--- src/rtl/core/batc_pkg.sv ---
`default_nettype none

package batc_pkg;

    localparam int unsigned HOUR_W      = 5;
    localparam int unsigned MINUTE_W    = 6;
    localparam int unsigned CFG_W       = 8;
    localparam int unsigned HOLD_W      = 4;
    localparam int unsigned CFG_IDX_W   = 2;

    localparam logic [HOUR_W-1:0]   HOUR_LAST   = 5'd23;
    localparam logic [MINUTE_W-1:0] MINUTE_LAST = 6'd59;
    localparam logic [HOLD_W-1:0]   HOLD_MAX    = 4'd15;

    localparam logic [CFG_W-1:0]  LOCKOUT_RST = 8'd10;
    localparam logic [CFG_W-1:0]  ASLEEP_RST  = 8'd10;
    localparam logic [HOLD_W-1:0] HOLD_RST    = 4'd3;

    // lockout counter reset value, clipped to the counter maximum
    localparam int unsigned LOCKOUT_CNT_RST = 31;

    typedef enum logic [CFG_IDX_W-1:0] {
        CFG_LOCKOUT = 2'd0,
        CFG_ASLEEP  = 2'd1,
        CFG_HOLD    = 2'd2
    } cfg_idx_t;

    typedef struct packed {
        logic [CFG_W-1:0]  lockout_ticks;
        logic [CFG_W-1:0]  asleep_ticks;
        logic [HOLD_W-1:0] hold_ticks;
    } cfg_t;

    typedef struct packed {
        logic                snooze_button;
        logic                bed_occupied;
        logic                hour_button;
        logic                minute_button;
        logic [HOUR_W-1:0]   now_hour;
        logic [MINUTE_W-1:0] now_minute;
    } in_item_t;

    typedef struct packed {
        logic                ringing;
        logic                ring_started;
        logic                snoozed;
        logic                sleep_ended;
        logic                set_mode;
        logic                alarm_committed;
        logic [HOUR_W-1:0]   alarm_hour_out;
        logic [MINUTE_W-1:0] alarm_minute_out;
        logic [HOUR_W-1:0]   sleep_start_hour;
        logic [MINUTE_W-1:0] sleep_start_minute;
    } res_item_t;

    // stage handshake between the input register and the result register
    typedef struct packed {
        logic valid;
        logic advance;
    } stage_ctl_t;

endpackage

`default_nettype wire

--- src/rtl/core/batc_in_reg.sv ---
`default_nettype none

module batc_in_reg
    import batc_pkg::*;
(
    input  wire logic       clk,
    input  wire logic       rst_n,
    input  wire logic       in_valid,
    output logic            in_ready,
    input  wire in_item_t   in_item,
    input  wire logic       advance,
    output stage_ctl_t      ctl,
    output in_item_t        item
);

    logic     valid_reg;
    logic     valid_next;
    in_item_t item_reg;

    // take a new item when the stage is empty or moving on
    assign in_ready   = !valid_reg || advance;
    assign valid_next = in_ready ? in_valid : valid_reg;

    always_ff @(posedge clk or negedge rst_n)
    begin
        if (!rst_n)
        begin
            valid_reg <= 1'b0;
        end
        else
        begin
            valid_reg <= valid_next;
        end
    end

    always_ff @(posedge clk)
    begin
        if (in_valid && in_ready)
        begin
            item_reg <= in_item;
        end
    end

    assign ctl.valid   = valid_reg;
    assign ctl.advance = advance;
    assign item        = item_reg;

endmodule

`default_nettype wire

--- src/rtl/core/batc_core.sv ---
`default_nettype none

module batc_core
    import batc_pkg::*;
#(
    parameter int unsigned COUNT_BITS = 8
)
(
    input  wire logic       clk,
    input  wire logic       rst_n,
    input  wire stage_ctl_t ctl,
    input  wire in_item_t   item,
    input  wire cfg_t       cfg,
    output res_item_t       res
);

    localparam int unsigned CW    = COUNT_BITS;
    localparam int unsigned CMP_W = (COUNT_BITS > CFG_W) ? COUNT_BITS : CFG_W;
    localparam logic [CW-1:0] CNT_MAX = {CW{1'b1}};
    localparam logic [CW-1:0] LOCK_CNT_RST =
        (LOCKOUT_CNT_RST > ((1 << COUNT_BITS) - 1)) ? CNT_MAX : CW'(LOCKOUT_CNT_RST);

    logic                on_bed_reg,        on_bed_next;
    logic                alarm_on_reg,      alarm_on_next;
    logic [CW-1:0]       lockout_reg,       lockout_next;
    logic [CW-1:0]       bed_cnt_reg,       bed_cnt_next;
    logic [HOLD_W-1:0]   hold_cnt_reg,      hold_cnt_next;
    logic                button_held_reg,   button_held_next;
    logic                setting_reg,       setting_next;
    logic [HOUR_W-1:0]   alarm_hour_reg,    alarm_hour_next;
    logic [MINUTE_W-1:0] alarm_minute_reg,  alarm_minute_next;
    logic [HOUR_W-1:0]   start_hour_reg,    start_hour_next;
    logic [MINUTE_W-1:0] start_minute_reg,  start_minute_next;

    logic          fire;
    logic          started;
    logic          snoozed;
    logic          ended;
    logic          committed;
    logic          match;
    logic [CW-1:0] lock_mid;
    logic [CW-1:0] bed_mid;
    logic [CW-1:0] lock_rearm;
    logic [CMP_W-1:0] lock_cfg_ext;
    logic [HOLD_W-1:0] hold_inc;

    assign fire = ctl.valid && ctl.advance;

    assign match = (alarm_hour_reg == item.now_hour) &&
                   (alarm_minute_reg == item.now_minute) &&
                   (CMP_W'(lockout_reg) > CMP_W'(cfg.lockout_ticks));

    // lockout value after leaving the bed: threshold plus one, saturated
    assign lock_cfg_ext = CMP_W'(cfg.lockout_ticks);
    assign lock_rearm   = (lock_cfg_ext >= CMP_W'(CNT_MAX)) ? CNT_MAX :
                          CW'(lock_cfg_ext + CMP_W'(1));

    assign hold_inc = (hold_cnt_reg == HOLD_MAX) ? HOLD_MAX : hold_cnt_reg + 1'b1;

    always_comb
    begin
        started           = 1'b0;
        snoozed           = 1'b0;
        ended             = 1'b0;
        committed         = 1'b0;
        on_bed_next       = on_bed_reg;
        alarm_on_next     = alarm_on_reg;
        lock_mid          = lockout_reg;
        start_hour_next   = start_hour_reg;
        start_minute_next = start_minute_reg;
        alarm_hour_next   = alarm_hour_reg;
        alarm_minute_next = alarm_minute_reg;
        setting_next      = setting_reg;
        hold_cnt_next     = hold_cnt_reg;
        button_held_next  = button_held_reg;

        // ring check, then snooze while ringing
        if (on_bed_reg)
        begin
            if (match)
            begin
                alarm_on_next = 1'b1;
                started       = 1'b1;
            end
            if (alarm_on_next && item.snooze_button)
            begin
                lock_mid = '0;
                snoozed  = 1'b1;
            end
        end

        lockout_next = lock_mid;
        if (alarm_on_next && (lock_mid != CNT_MAX))
        begin
            lockout_next = lock_mid + 1'b1;
        end

        bed_mid = bed_cnt_reg;
        if (on_bed_reg && (bed_cnt_reg != CNT_MAX))
        begin
            bed_mid = bed_cnt_reg + 1'b1;
        end
        bed_cnt_next = bed_mid;

        // bed edges
        if (item.bed_occupied && !on_bed_reg)
        begin
            on_bed_next       = 1'b1;
            start_hour_next   = item.now_hour;
            start_minute_next = item.now_minute;
            if (bed_mid != CNT_MAX)
            begin
                bed_cnt_next = bed_mid + 1'b1;
            end
        end
        else if (!item.bed_occupied && on_bed_reg)
        begin
            on_bed_next = 1'b0;
            if (CMP_W'(bed_mid) > CMP_W'(cfg.asleep_ticks))
            begin
                ended = 1'b1;
                if (alarm_on_next)
                begin
                    alarm_on_next = 1'b0;
                    lockout_next  = lock_rearm;
                end
            end
            bed_cnt_next = '0;
        end

        // step the alarm time in set mode
        if (setting_reg)
        begin
            if (item.hour_button)
            begin
                alarm_hour_next = (alarm_hour_reg >= HOUR_LAST) ? '0 :
                                  alarm_hour_reg + 1'b1;
            end
            if (item.minute_button)
            begin
                alarm_minute_next = (alarm_minute_reg >= MINUTE_LAST) ? '0 :
                                    alarm_minute_reg + 1'b1;
            end
        end

        // snooze hold into set mode, fresh press commits
        if (item.snooze_button)
        begin
            if (setting_reg && !button_held_reg)
            begin
                setting_next = 1'b0;
                committed    = 1'b1;
            end
            else
            begin
                hold_cnt_next    = hold_inc;
                button_held_next = 1'b1;
                if (hold_inc == cfg.hold_ticks)
                begin
                    setting_next = 1'b1;
                end
            end
        end
        else
        begin
            button_held_next = 1'b0;
            hold_cnt_next    = '0;
        end
    end

    always_ff @(posedge clk or negedge rst_n)
    begin
        if (!rst_n)
        begin
            on_bed_reg       <= 1'b0;
            alarm_on_reg     <= 1'b0;
            lockout_reg      <= LOCK_CNT_RST;
            bed_cnt_reg      <= '0;
            hold_cnt_reg     <= '0;
            button_held_reg  <= 1'b0;
            setting_reg      <= 1'b0;
            alarm_hour_reg   <= '0;
            alarm_minute_reg <= '0;
            start_hour_reg   <= '0;
            start_minute_reg <= '0;
        end
        else if (fire)
        begin
            on_bed_reg       <= on_bed_next;
            alarm_on_reg     <= alarm_on_next;
            lockout_reg      <= lockout_next;
            bed_cnt_reg      <= bed_cnt_next;
            hold_cnt_reg     <= hold_cnt_next;
            button_held_reg  <= button_held_next;
            setting_reg      <= setting_next;
            alarm_hour_reg   <= alarm_hour_next;
            alarm_minute_reg <= alarm_minute_next;
            start_hour_reg   <= start_hour_next;
            start_minute_reg <= start_minute_next;
        end
    end

    assign res.ringing            = alarm_on_next;
    assign res.ring_started       = started;
    assign res.snoozed            = snoozed;
    assign res.sleep_ended        = ended;
    assign res.set_mode           = setting_next;
    assign res.alarm_committed    = committed;
    assign res.alarm_hour_out     = alarm_hour_next;
    assign res.alarm_minute_out   = alarm_minute_next;
    assign res.sleep_start_hour   = start_hour_next;
    assign res.sleep_start_minute = start_minute_next;

endmodule

`default_nettype wire

--- src/rtl/core/batc_out_reg.sv ---
`default_nettype none

module batc_out_reg
    import batc_pkg::*;
(
    input  wire logic       clk,
    input  wire logic       rst_n,
    input  wire stage_ctl_t ctl,
    input  wire res_item_t  res,
    input  wire logic       out_ready,
    output logic            out_valid,
    output logic            advance,
    output res_item_t       out_item
);

    logic      valid_reg;
    logic      valid_next;
    res_item_t item_reg;

    // the upstream stage may move on when this register is empty or drained
    assign advance    = !valid_reg || out_ready;
    assign valid_next = advance ? ctl.valid : valid_reg;

    always_ff @(posedge clk or negedge rst_n)
    begin
        if (!rst_n)
        begin
            valid_reg <= 1'b0;
        end
        else
        begin
            valid_reg <= valid_next;
        end
    end

    always_ff @(posedge clk)
    begin
        if (ctl.valid && ctl.advance)
        begin
            item_reg <= res;
        end
    end

    assign out_valid = valid_reg;
    assign out_item  = item_reg;

endmodule

`default_nettype wire

--- src/rtl/core/bed_alarm_tick_controller_unit.sv ---
// Bedside alarm tick controller.
// Each item on the input channel is one one-second tick: snooze, bed, hour and
// minute button levels plus the current clock hour and minute. Each item gives
// exactly one result item: ringing and set-mode status, single-tick event flags
// (ring started, snoozed, sleep ended, alarm committed), the alarm setting and
// the time the occupant last got onto the bed.
// Both channels use valid/ready; an item moves when valid and ready are high
// at a rising edge. The item first lands in the input register, then one
// pass of update logic writes the state and the result register. Throughput
// is one item per cycle while out_ready stays high, set by the single update pass.
// When the receiver stalls, the result register holds its item and the input
// register holds one more; in_ready drops only when both are full.
// The configuration port writes snooze_lockout_ticks (0), asleep_ticks (1)
// and hold_ticks (2) on any edge with cfg_we high; other indexes are ignored.
// Write it only while no item is in flight.
// Reset (rst_n low, asynchronous) empties both registers, loads the register
// defaults 10, 10 and 3, clears all state and sets the lockout counter to 31
// (clipped to the counter maximum) so the alarm may ring at once.
`default_nettype none

module bed_alarm_tick_controller_unit
    import batc_pkg::*;
#(
    parameter int unsigned COUNT_BITS = 8
)
(
    input  wire logic                 clk,
    input  wire logic                 rst_n,

    input  wire logic                 cfg_we,
    input  wire logic [CFG_IDX_W-1:0] cfg_index,
    input  wire logic [CFG_W-1:0]     cfg_data,

    input  wire logic                 in_valid,
    output logic                      in_ready,
    input  wire logic                 snooze_button,
    input  wire logic                 bed_occupied,
    input  wire logic                 hour_button,
    input  wire logic                 minute_button,
    input  wire logic [HOUR_W-1:0]    now_hour,
    input  wire logic [MINUTE_W-1:0]  now_minute,

    output logic                      out_valid,
    input  wire logic                 out_ready,
    output logic                      ringing,
    output logic                      ring_started,
    output logic                      snoozed,
    output logic                      sleep_ended,
    output logic                      set_mode,
    output logic                      alarm_committed,
    output logic [HOUR_W-1:0]         alarm_hour_out,
    output logic [MINUTE_W-1:0]       alarm_minute_out,
    output logic [HOUR_W-1:0]         sleep_start_hour,
    output logic [MINUTE_W-1:0]       sleep_start_minute
);

    cfg_t       cfg_reg;
    cfg_t       cfg_next;
    in_item_t   in_item;
    in_item_t   stage_item;
    stage_ctl_t stage_ctl;
    res_item_t  res;
    res_item_t  out_item;
    logic       advance;

    // configuration registers: write on enable, ignore unknown indexes
    always_comb
    begin
        cfg_next = cfg_reg;
        if (cfg_we)
        begin
            case (cfg_index)
                CFG_LOCKOUT: cfg_next.lockout_ticks = cfg_data;
                CFG_ASLEEP:  cfg_next.asleep_ticks  = cfg_data;
                CFG_HOLD:    cfg_next.hold_ticks    = cfg_data[HOLD_W-1:0];
                default:     cfg_next = cfg_reg;
            endcase
        end
    end

    always_ff @(posedge clk or negedge rst_n)
    begin
        if (!rst_n)
        begin
            cfg_reg.lockout_ticks <= LOCKOUT_RST;
            cfg_reg.asleep_ticks  <= ASLEEP_RST;
            cfg_reg.hold_ticks    <= HOLD_RST;
        end
        else
        begin
            cfg_reg <= cfg_next;
        end
    end

    assign in_item.snooze_button = snooze_button;
    assign in_item.bed_occupied  = bed_occupied;
    assign in_item.hour_button   = hour_button;
    assign in_item.minute_button = minute_button;
    assign in_item.now_hour      = now_hour;
    assign in_item.now_minute    = now_minute;

    // hold the incoming tick
    batc_in_reg u_in_reg (
        .clk      (clk),
        .rst_n    (rst_n),
        .in_valid (in_valid),
        .in_ready (in_ready),
        .in_item  (in_item),
        .advance  (advance),
        .ctl      (stage_ctl),
        .item     (stage_item)
    );

    // one update pass per tick: state advances as the item moves on
    batc_core #(
        .COUNT_BITS (COUNT_BITS)
    ) u_core (
        .clk   (clk),
        .rst_n (rst_n),
        .ctl   (stage_ctl),
        .item  (stage_item),
        .cfg   (cfg_reg),
        .res   (res)
    );

    // hold the result until the receiver takes it
    batc_out_reg u_out_reg (
        .clk       (clk),
        .rst_n     (rst_n),
        .ctl       (stage_ctl),
        .res       (res),
        .out_ready (out_ready),
        .out_valid (out_valid),
        .advance   (advance),
        .out_item  (out_item)
    );

    assign ringing            = out_item.ringing;
    assign ring_started       = out_item.ring_started;
    assign snoozed            = out_item.snoozed;
    assign sleep_ended        = out_item.sleep_ended;
    assign set_mode           = out_item.set_mode;
    assign alarm_committed    = out_item.alarm_committed;
    assign alarm_hour_out     = out_item.alarm_hour_out;
    assign alarm_minute_out   = out_item.alarm_minute_out;
    assign sleep_start_hour   = out_item.sleep_start_hour;
    assign sleep_start_minute = out_item.sleep_start_minute;

    // both registers full and the receiver stalled: no new item may enter
    a_full_blocks: assert property (@(posedge clk) disable iff (!rst_n)
        (stage_ctl.valid && out_valid && !out_ready) |-> !in_ready)
        else $error("input accepted while both stages full and stalled");

    // a commit leaves set mode in the same tick
    a_commit_leaves_set: assert property (@(posedge clk) disable iff (!rst_n)
        (out_valid && alarm_committed) |-> !set_mode)
        else $error("alarm committed while still in set mode");

    // stepped alarm time stays on the clock face
    a_alarm_range: assert property (@(posedge clk) disable iff (!rst_n)
        out_valid |-> ((alarm_hour_out <= HOUR_LAST) && (alarm_minute_out <= MINUTE_LAST)))
        else $error("alarm time out of range");

    // an empty result register lets the input stage move on
    a_drain_moves: assert property (@(posedge clk) disable iff (!rst_n)
        (stage_ctl.valid && !out_valid) |=> out_valid)
        else $error("pending item not moved into empty result register");

endmodule

`default_nettype wire

--- config.mk ---
export PLATFORM = sky130hd
export DESIGN_NAME = bed_alarm_tick_controller_unit
export DESIGN_NICKNAME = d
export VERILOG_FILES = /design/src/rtl/core/batc_pkg.sv /design/src/rtl/core/batc_in_reg.sv /design/src/rtl/core/batc_core.sv /design/src/rtl/core/batc_out_reg.sv /design/src/rtl/core/bed_alarm_tick_controller_unit.sv
export SDC_FILE = /design/constraint.sdc
export NUM_CORES = 1
export LEC_CHECK = 0
export BUFFER_PORTS_ARGS = -buffer_cell sky130_fd_sc_hd__buf_2
export CORE_UTILIZATION = 23
export CTS_CLUSTER_SIZE = 8
export DETAILED_ROUTE_END_ITERATION = 16
export PLACE_DENSITY = 0.43
export SYNTH_ARGS = -nofsm -noshare
export SYNTH_HDL_FRONTEND = slang
export SYNTH_SLANG_ARGS = --single-unit
export TNS_END_PERCENT = 50
--- constraint.sdc ---
create_clock -name clk -period 4 [get_ports clk]
set_clock_uncertainty 0.15 [all_clocks]
set_input_delay 0.8 -clock clk [delete_from_list [all_inputs] [get_ports clk]]
set_output_delay 0.8 -clock clk [all_outputs]
set_load 0.005 [all_outputs]
# Word level (Yosys, flattened, before mapping)
# Cells that the tools add are included.
# classes
mux	40
add_sub_neg	7
n_eq_ne	10
magnitude_cmp	5
reduce_logical	25
bitwise	1
# ops
op	count
8-bit 2-to-1 mux	12
8-bit by 1-bit adder with 8-bit output (second input constant)	4
6-bit 2-to-1 mux	4
8-bit != test (second input constant)	3
5-bit 2-to-1 mux	4
1-bit 2-to-1 mux	17
8-bit greater-than comparator	2
4-bit 2-to-1 mux	3
1-bit logical AND	10
2-bit AND reduction	5
8-bit greater-or-equal comparator (second input constant)	1
6-bit by 1-bit adder with 6-bit output (second input constant)	1
6-bit equality test	1
6-bit greater-or-equal comparator (second input constant)	1
5-bit by 1-bit adder with 5-bit output (second input constant)	1
5-bit equality test	1
5-bit greater-or-equal comparator (second input constant)	1
1-bit zero test	5
4-bit by 1-bit adder with 4-bit output (second input constant)	1
4-bit equality test	1
4-bit equality test (second input constant)	1
2-bit by 1-bit equality test with 1-bit output (second input constant)	1
2-bit equality test (second input constant)	1
2-bit zero test	1
other kinds (5)	6
# totals
out_inout_bits	30
inputBits	30
regBits	111
elab_cells	120

# Logic depth before layout (Yosys ltp)
# logic_depth
word_depth	15
depth_mapped	15
depth_no_buf	15

# Modules after synthesis
# A second synthesis with hierarchy kept.
# unflattened
cells_unflattened	605
area_unflattened_um2	6129.6
# by_module_without_submodules
module	seq_area_each_um2	area_per_inst_um2	cells_each	instances
batc_core	1157.4	3945.0	509	1
batc_out_reg	865.8	894.6	32	1
bed_alarm_tick_controller_unit	508.0	770.7	43	1
batc_in_reg	475.5	519.2	21	1

# Least setup slack after synthesis
# Ideal clock, no wire load.
# synth_path
path_kind	register -> register
start	register u_core.bed_cnt_reg[1]
end	register u_core.lockout_reg[6]
required_time_ps	3715
setup_slack_ps	648
stages_incl_launch_ff	14
t_arrival_ps	3068
synth_period_minus_slack_ps	3352
n_path_buf	1
setup_time_ps	135
path_cell_list	dfrtp_1 > ha_1 > clkbuf_1 > nand4_1 > nand2_1 > mux2_2 > ha_1 > a211oi_1 > a211oi_1 > o21bai_1 > nor2_1 > a32o_1 > a221oi_1 > o31ai_1
# synth_between
elab_chain_cells	7
word_cells_on_any_way	8
classes_between	1 x add/sub; 1 x order compare; 1 x eq/ne; 4 x mux; 1 x reduce/logical
# synth_lines
element	line	rtl
start, declared	batc_core.sv:26	logic [CW-1:0] bed_cnt_reg, bed_cnt_next;
start signal, assigned	batc_core.sv:192	bed_cnt_reg <= bed_cnt_next;
branches (longest 2 deep; another with 8-bit by 1-bit adder with 8-bit output)	n/a	
8-bit 2-to-1 mux *	batc_core.sv:99	if (on_bed_reg && (bed_cnt_reg != CNT_MAX))
8-bit greater-than comparator *	batc_core.sv:119	if (CMP_W'(bed_mid) > CMP_W'(cfg.asleep_ticks))
8-bit 2-to-1 mux *	batc_core.sv:119	
8-bit 2-to-1 mux *	batc_core.sv:116	else if (!item.bed_occupied && on_bed_reg)
8-bit 2-to-1 mux *	batc_core.sv:106	if (item.bed_occupied && !on_bed_reg)
end signal, assigned	batc_core.sv:191	lockout_reg <= lockout_next;
end, declared	batc_core.sv:25	logic [CW-1:0] lockout_reg, lockout_next;
# Mark *: on every way between the ends.
# A chain may end at the register's enable or synchronous reset.

# Final worst setup path
# layout_path
start	register cfg_reg[15] (netlist bit)
end	register u_core.lockout_reg[5]
# layout_between
elab_chain_cells	14
word_cells_on_any_way	19
classes_between	2 x add/sub; 2 x order compare; 1 x eq/ne; 11 x mux; 3 x reduce/logical
# layout_lines
element	line	rtl
start, declared	bed_alarm_tick_controller_unit.sv:57	cfg_t cfg_reg;
start signal, assigned	bed_alarm_tick_controller_unit.sv:91	cfg_reg <= cfg_next;
branches (longest 13 deep; another with 8-bit greater-than comparator)	n/a	
8-bit 2-to-1 mux *	batc_core.sv:106	
# Mark *: on every way between the ends. The select of a mux whose other input is x is not followed.

==> run metrics <==
Crit. End Element=flop; I/O Buffers=59; max-cap viol count=0; crit path DAT=3820 ps; overall power=between 3 and 4 mW; DRC violations left=17; maximum VDD drop=0.238 mV; std cell rows=59; pre-CTS WS=326 ps; DR WL/cell=16.1 um; fmax=around 270 MHz; Final Cell Area=7190 sq um; total grt overflow=0; Mean Syn Cell Area=between 10 and 15 sq um; Filler cells=between 2,000 and 3,000; share of layout cells above drive strength 1=0.237; post-synthesis instance total=590; Vias per Instance=between 4 and 5; clock slew at reported path FFs=80 ps; Core Util, Final=0.275; Die Y=166 um; largest net degree at the start of global routing=43; reg2reg end=u_core.lockout_reg[5]$_DFFE_PN0P_; diodes inserted=0; status=finished with violations; cts hold-fix bufs=0; Largest register FFs=28; Cell Area, Synth=slightly above 6000 sq um; post-synthesis async set-or-reset flop share=0.613; clock buffer depth=2; Pwr Density=537 nW/um^2; slew margin rel.=0.320; final net count=704; r2r setup slk=300 ps; CTS root buffer=clkbuf_16; Worst-Skew Late Latency=360 ps; library cells used by synthesis=65; Seq cells post-synth=111; # IOs=60; slew of the pin with the lowest slew margin=1020 ps; routed vias=~4,600; dpl cell area=approximately 6900 sq um; DRT iter0 DRCs=around 330; DRT Pass-1 Iters=10; initial antenna violation count=0; synthesis-to-finish area growth=16.7%; number of nets with antenna violations after routing=0; final worst slack=304 ps; Setup CP Type=reg2reg; die area=27,400 sq um; Req. time, crit path=4120 ps; CP Max Fanout=5; Total GRT Usage=0.119; first-pass GRT wire length=about 26 mm; Main synth FF type=dfrtp_1; Finished Layout Cells=roughly 990; CP startpoint kind=flop; final worst path period share=0.924; Die X=166 um; Min Clock Period, post-route=3700 ps; P_leak=2.88 nW; GPL Wtd Cong=0.863; Final HPWL DP=11.7 mm; CTS tree=done; core footprint=26,100 sq um; Hold Crit Class=in2async; TritonCTS sink count=~110; RSZ-0062 raised after global routing=false; Initial Utilization=0.236; Placed Cells=~970; Worst Hold Margin=239 ps; syn nets=between 600 and 700; EDFF count, synth=43; Ys Warns=0; max-slew violations=0; sequential share of the synthesized area=0.488; # setup viols final=0; setup TNS=0 ps; H-Tree Depth=3; CTS Buf Count=9; setup bufs post-CTS=0; failing checks=design-rule violations; vias in the first global route=4,398; drt total wl=15.9 mm; reg2reg path depth=14; reg-to-reg startpoint=cfg_reg[15]$_DFFE_PN1P_; register area=3010 sq um; Multi-input gate area=2920 sq um; Final Hold Viols=0
kinds of logic (layout without fill, tap and decap cells):
kind of cell,Yosys count,after routing,synth area share
adder cells (fa/ha/maj),26,26,0.0528
multiplexers,50,50,0.0900
AND/OR/NAND/NOR,196,196,0.155
XOR/XNOR,21,21,0.0311
buffers and inverters,56,119,0.0386
flip-flops,111,111,0.488
AO/OA/AOI/OAI,130,130,0.144
cells in the final DEF, fill, tap and decap left out, types with 3 or more instances in the layout:
cell	count
o31ai_1	5
buf_2	59
inv_6	4
o21ai_0	30
o21ai_1	5
nor3_1	12
a41oi_1	6
and3_1	7
inv_1	29
nor2_1	27
dfstp_2	11
o2111ai_1	3
nand2_1	75
a211oi_1	7
and2_1	5
a211o_1	3
a21oi_1	25
nor2b_1	3
edfxtp_1	43
mux2_2	42
nand2b_1	7
dfrtp_1	57
xnor2_1	17
o21bai_1	3
nand3b_1	6
o211ai_1	8
ha_1	26
a31oi_1	5
a21o_1	5
nand4_1	12
or4_1	3
clkbuf_16	9
mux2i_1	7
buf_4	12
xor2_1	3
a2bb2oi_1	3
nand3_1	23
where the power goes:
part / leakage [nW] / switching [mW] / internal (mW) / total, mW
registers: 1.24 / 0.225 / 1.47 / 1.70
clock network: 0.156 / 0.474 / 0.506 / 0.980
logic: 1.48 / 0.656 / 0.529 / 1.18
total: 2.88 / 1.35 / 2.51 / 3.86
worst max-delay path: stages, from the launching register on:
cell and delay (ps):
dfstp_2 560, inv_1 60, ha_1 300, nand2_1 90, nor3_2 70, or4_4 480
a221oi_4 400, and2b_2 260, ha_1 230, nand2_1 150, nor2_1 100, nor3_1 240
o21ai_1 120, or3_1 320, o221ai_1 80
how the worst max path moves through the flow:
stage,start,end,cells after the start
6_report,cfg_reg[15]$_DFFE_PN1P_,u_core.lockout_reg[5]$_DFFE_PN0P_,14
3_3_place_gp,u_core.alarm_hour_reg[2]$_DFFE_PN0P_,u_core.lockout_reg[6]$_DFFE_PN0P_,12
2_1_floorplan,u_core.bed_cnt_reg[1]$_DFFE_PN0P_,u_core.lockout_reg[6]$_DFFE_PN0P_,13
5_1_grt,cfg_reg[19]$_DFFE_PN0P_,u_core.lockout_reg[2]$_DFFE_PN1P_,14
4_1_cts,u_core.alarm_hour_reg[1]$_DFFE_PN0P_,u_core.lockout_reg[5]$_DFFE_PN0P_,12
3_5_place_dp,cfg_reg[13]$_DFFE_PN1P_,u_core.lockout_reg[5]$_DFFE_PN0P_,14
metal layers:
| metal | track usage | up-vias | wire length [um] | part of all wire |
|---|---|---|---|---|
| met3 | 0.0277 | 12 | 715 | 0.045 |
| met2 | 0.177 | 103 | 6920 | 0.44 |
| met5 | 0 | - | 0 | 0 |
| met1 | 0.172 | 2223 | 8040 | 0.51 |
| met4 | 0.0305 | 0 | 196 | 0.012 |
| li1 | - | 2289 | - | - |
cell type report:
| cell class | count | area share |
|---|---|---|
| multi-input cells | 423 | 0.406 |
| clock buffers | 9 | 0.0313 |
| clock inverters | 7 | 0.0129 |
| repair buffers | 72 | 0.0564 |
| well taps | 335 | 0.0583 |
| flip-flops and latches | 111 | 0.418 |
| inverters | 31 | 0.0162 |
cell usage after synthesis (all sizes together) (11+ instances only):
master | n | area, sq um
o21ai | 36 | 184
xnor2 | 18 | 165
nor3 | 13 | 65.1
nand2 | 75 | 282
mux2 | 43 | 484
edfxtp | 43 | 1290
ha | 26 | 325
nand3 | 23 | 115
clkbuf | 12 | 45.0
buf | 13 | 76.3
dfstp | 11 | 289
nor2 | 29 | 114
inv | 31 | 116
nand4 | 12 | 75.1
a21oi | 25 | 125
dfrtp | 57 | 1430
what timing repair did:
action / CTS / global route
endpoints found under the setup margin: 0 / 1
hold endpoints to repair: 0 / 0
resized for setup: 0 / 1
Power figures use the tool's default switching activity.
